$ cat src/design/kld_div.sv
// restoring divider, one quotient bit per cycle
module kld_div #(
    parameter int VALUE_BITS = 40
) (
    input  logic                  i_clk,
    input  logic                  i_rst_n,
    input  logic                  i_start,
    input  logic [VALUE_BITS-1:0] i_dividend,
    input  logic [VALUE_BITS-1:0] i_divisor,
    output logic                  o_done,
    output logic [VALUE_BITS-1:0] o_quotient,
    output logic [VALUE_BITS-1:0] o_remainder
);
    localparam int NW = $clog2(VALUE_BITS + 1);

    logic                  r_busy;
    logic                  r_done;
    logic [NW-1:0]         r_cnt;
    logic [VALUE_BITS-1:0] r_rem;
    logic [VALUE_BITS-1:0] r_quo;
    logic [VALUE_BITS-1:0] r_dvs;
    logic [VALUE_BITS:0]   trial;
    logic                  fits;

    // shift in next dividend bit and try the subtract
    assign trial = {r_rem, r_quo[VALUE_BITS-1]};
    assign fits  = trial >= {1'b0, r_dvs};

    always_ff @(posedge i_clk) begin
        if (!i_rst_n) begin
            r_busy <= 1'b0;
            r_done <= 1'b0;
            r_cnt  <= '0;
        end else begin
            r_done <= !i_start && r_busy && (r_cnt == NW'(1));
            if (i_start) begin
                r_busy <= 1'b1;
                r_cnt  <= NW'(VALUE_BITS);
                r_rem  <= '0;
                r_quo  <= i_dividend;
                r_dvs  <= i_divisor;
            end else if (r_busy) begin
                r_rem <= fits ? VALUE_BITS'(trial - {1'b0, r_dvs}) : trial[VALUE_BITS-1:0];
                r_quo <= {r_quo[VALUE_BITS-2:0], fits};
                r_cnt <= r_cnt - NW'(1);
                if (r_cnt == NW'(1)) begin
                    r_busy <= 1'b0;
                end
            end
        end
    end

    assign o_done      = r_done;
    assign o_quotient  = r_quo;
    assign o_remainder = r_rem;
endmodule

$ cat config.mk
export PLATFORM = sky130hd
export DESIGN_NAME = kld_div
export DESIGN_NICKNAME = d
export VERILOG_FILES = /design/src/design/kld_div.sv
export SDC_FILE = /design/constraint.sdc
export NUM_CORES = 1
export LEC_CHECK = 0
export ABC_AREA = 1
export BUFFER_PORTS_ARGS = -buffer_cell sky130_fd_sc_hd__buf_2
export CAP_MARGIN = 20
export CORE_MARGIN = 2
export CORE_UTILIZATION = 25
export DETAILED_ROUTE_END_ITERATION = 7
export SYNTH_ARGS = -nofsm -noshare
export SYNTH_HDL_FRONTEND = slang
export SYNTH_SLANG_ARGS = --single-unit
$ cat constraint.sdc
create_clock -name i_clk -period 3.3 [get_ports i_clk]
set_input_delay 0.33 -clock i_clk [delete_from_list [all_inputs] [get_ports i_clk]]
set_output_delay 0.33 -clock i_clk [all_outputs]
set_load 0.01 [all_outputs]
==> key figures <==
Run status
  • Outcome: finished, final reports clean

Pwr
  • Combinational share of power: approximately a third
  • Power per cell area: around 570 mW/mm^2
  • Leakage Power: 0.00540 uW
  • Psw: 2220 uW
  • Max VDD drop: approximately 0.37 mV
  • Clk pwr share: between 30 and 40%
  • Sequential power share: 35.7%
  • Pint: 3730 uW
  • Sw Share: a little under two fifths

Critical path
  • Worst Reg-to-Reg Cells: 10
  • Crit path max fanout: 25
  • Largest stage delay, worst path: 0.42 ns
  • Startpoint types: flip-flop
  • Most used cell, CP: nor2_1
  • Worst EP arrival: 2.94 ns
  • Path type of the worst setup path: reg -> reg
  • Critical path's slowest cell: edfxtp_1
  • R2R Path End: o_remainder[17]
  • R2r setup slk: about 0.54 ns
  • Worst r2r src: o_remainder[38]
  • Crit. End Element: flip-flop
  • CP required: 3.48 ns
  • Cells along the critical path: ha_1 -> inv_1 -> nor3_1 -> nand2_1 -> nor2_1 -> nand2_2 -> nand2_4 -> inv_2 -> nor2_1 -> nor2_1

Clock tree
  • Clock slew at reported path FFs: about 0.080 ns
  • Depth of the CTS H-tree: 4
  • Resized Gates After CTS: 0
  • Post CTS Setup Buffer Count: 0
  • Hold buffers post-CTS: 0
  • Clock sink count: around 130
  • Clk buf depth: 2
  • CTS root buf: clkbuf_16
  • TritonCTS clock tree: yes
  • Worst-skew pair later-pin latency: 0.44 ns
  • CTS Buf Count: 17

Drt
  • Drt pass-1 iters: 7
  • Met2 WL: between 10000 and 15000 um
  • Routed Antenna Nets: 0
  • Vias: 7628
  • Routed wire length: 25500 um
  • Vias per inst: 4.24
  • Met3 routed WL: 1720 um
  • Metal-1 WL: 11900 um
  • Drt wl/cell: 14.2 um
  • Number of DRC markers in iteration 0: 352
  • DRC: 0
  • Top Metal Used: met5

Placement
  • Routability cong.: about 0.93
  • Dpl hpwl: 19900 um
  • PortBufs: 163
  • # placed instances: 1763

Synthesis
  • Post-synth top flop: edfxtp_1
  • Mean post-synth cell area: 7.33 um^2
  • Top-count cell post-synth: nand2_1
  • Synth cell types: 39
  • Synth Register Bits: 128
  • Synth cell count leaders: 462 x nand2_1, 200 x inv_1, 127 x nor2_1
  • Syn Nets: 1293
  • Yosys top cell area share: 42.1%
  • Top cells by area, synth: edfxtp_1 42%, nand2_1 20%, inv_1 8.8%
  • Post-synth ARST share: 0%
  • Post-Syn Area: 0.00855 mm^2
  • Ys Warns: 0
  • Post-synth EDFFs: 120
  • Mapped Cells: 1167
  • Register area share after synthesis: 44.0%
  • Cell taking the most area after synthesis: edfxtp_1

Die
  • Boundary pin count: between 150 and 200
  • Placement row count: 67
  • Die width: 189 um
  • Initial Util: about a quarter
  • Vert. Die Dim: roughly 190 um
  • Core box area: 0.0336 mm^2
  • DIE AREA: 0.0357 mm^2

Timing
  • Max-Slew Margin vs Limit: 37.0%
  • Clock skew: 0.0219 ns
  • Fin crit share: 83.6%
  • Setup violators final: 0
  • Max Slew Vio Count: 0
  • Max Clk Rate: 0.362 GHz
  • Hold Vio Cnt, Final: 0
  • Final hold slack: 0.0623 ns
  • Crit path time final: ~2.8 ns
  • Setup Total Neg Slack: 0 ns
  • Worst-Margin Slew: between 0.9 and 1 ns
  • RSZ-0062 raised after global routing: no

Layout
  • Area of the multi-input gates: 0.00389 mm^2
  • Final core occ: a little under a third
  • Layout cell share with drive strength beyond 1: 17.8%
  • Final std cells w/o fill: 1797
  • Reg area: around 0.0038 mm^2
  • Area Overhead vs Synth: 21.9%
  • Nets: 1460
  • # fillers: 3649

Global routing
  • Initial antenna violation count: 5
  • Largest net degree at the start of global routing: 44
  • First-pass GRT wire length: 40400 um
  • GRT Total Usage: 14.5%
  • Vias in the first global route: 7642
  • Total grt overflow: 0

Job
  • Max-cap violation count: 0

Hold path
  • Hold Startpoint: i_divisor[10]
  • Worst hold path type: in -> reg
  • WHS Endpoint: r_dvs[10]
  • Hold Path Stages: 1
cells in the final DEF (no fill, tap or decap), types with 6 or more instances in the layout:
cell / instances
nand2_1: 461
inv_1: 199
buf_2: 163
nor2_1: 127
edfxtp_1: 120
ha_1: 42
nand3_1: 32
a21oi_1: 31
o21ai_0: 27
xor2_1: 21
nor2_2: 20
clkbuf_16: 17
dfxtp_1: 8
nand2_2: 7
nand3b_1: 7
inv_6: 6
critical path: cells and delay by family, from the launching register on:
kind	cells	cell delay, ns
adder cells (fa/ha/maj)	1	0.42
buffers and inverters	2	0.34
AND/OR/NAND/NOR	7	1.28
flip-flops	1	0.42
layer usage:
| metal | GRT usage [%] | vias to the layer above |
|---|---|---|
| met5 | 0 | - |
| met1 | 18.7 | 3415 |
| met4 | 3.94 | 6 |
| li1 | - | 3947 |
| met2 | 23.8 | 232 |
| met3 | 4.10 | 28 |
kinds of logic after synthesis:
logic type | after synthesis | synth area share, %
XOR/XNOR | 23 | 2.36
AO/OA/AOI/OAI | 76 | 4.83
AND/OR/NAND/NOR | 673 | 31.9
buffers and inverters | 224 | 10.5
adder cells (fa/ha/maj) | 43 | 6.38
flip-flops | 128 | 44.0
power groups by stage:
stage          Clock (uW)  Sequential, uW  Combinational, uW
5_1_grt              1950            2150               2250
3_3_place_gp            0            2150               1970
3_5_place_dp            0            2160               1980
6_report             1850            2120               1970
4_1_cts              1890            2130               1990
2_1_floorplan           0            2200               1350
state kept, by name, indices dropped and copies added, names as in the netlist:
register and cells:
o_remainder 40, r_dvs 40, o_done 1, o_quotient 40
r_cnt 6, r_busy 1
worst max path at each step:
stage	startpoint	end	slack, ns	cells past startpoint
final	o_remainder[38]	o_remainder[17]	0.54	10
after global routing	o_remainder[35]	o_remainder[11]	0.22	10
after CTS	o_remainder[35]	o_remainder[18]	0.47	10
after detailed placement	o_remainder[35]	o_remainder[18]	0.49	10
after global placement	o_remainder[35]	o_remainder[12]	0.50	10
after floorplan	i_start	o_quotient[0]	0.50	3
area by class of cell:
class	instances	share of cell area (%)
Antenna cell	2	0.0480
Tap cell	448	5.38
Timing Repair Buffer	168	8.42
Clock inverter	14	1.25
Clock buffer	18	4.12
Multi-Input combinational cell	815	37.3
Inverter	204	7.34
Sequential cell	128	36.1
per-stage QoR:
stage | setup slack (ns) | power (uW) | area (um^2)
detailed placement | 0.489 | 4140 | 9860
CTS | 0.470 | 6010 | 10400
finish | 0.541 | 5950 | 10400
floorplan | 0.502 | 3550 | 8550
global route | 0.217 | 6360 | 10400
global placement | 0.495 | 4120 | 9860
No activity file was read; power rests on OpenSTA's default activity.
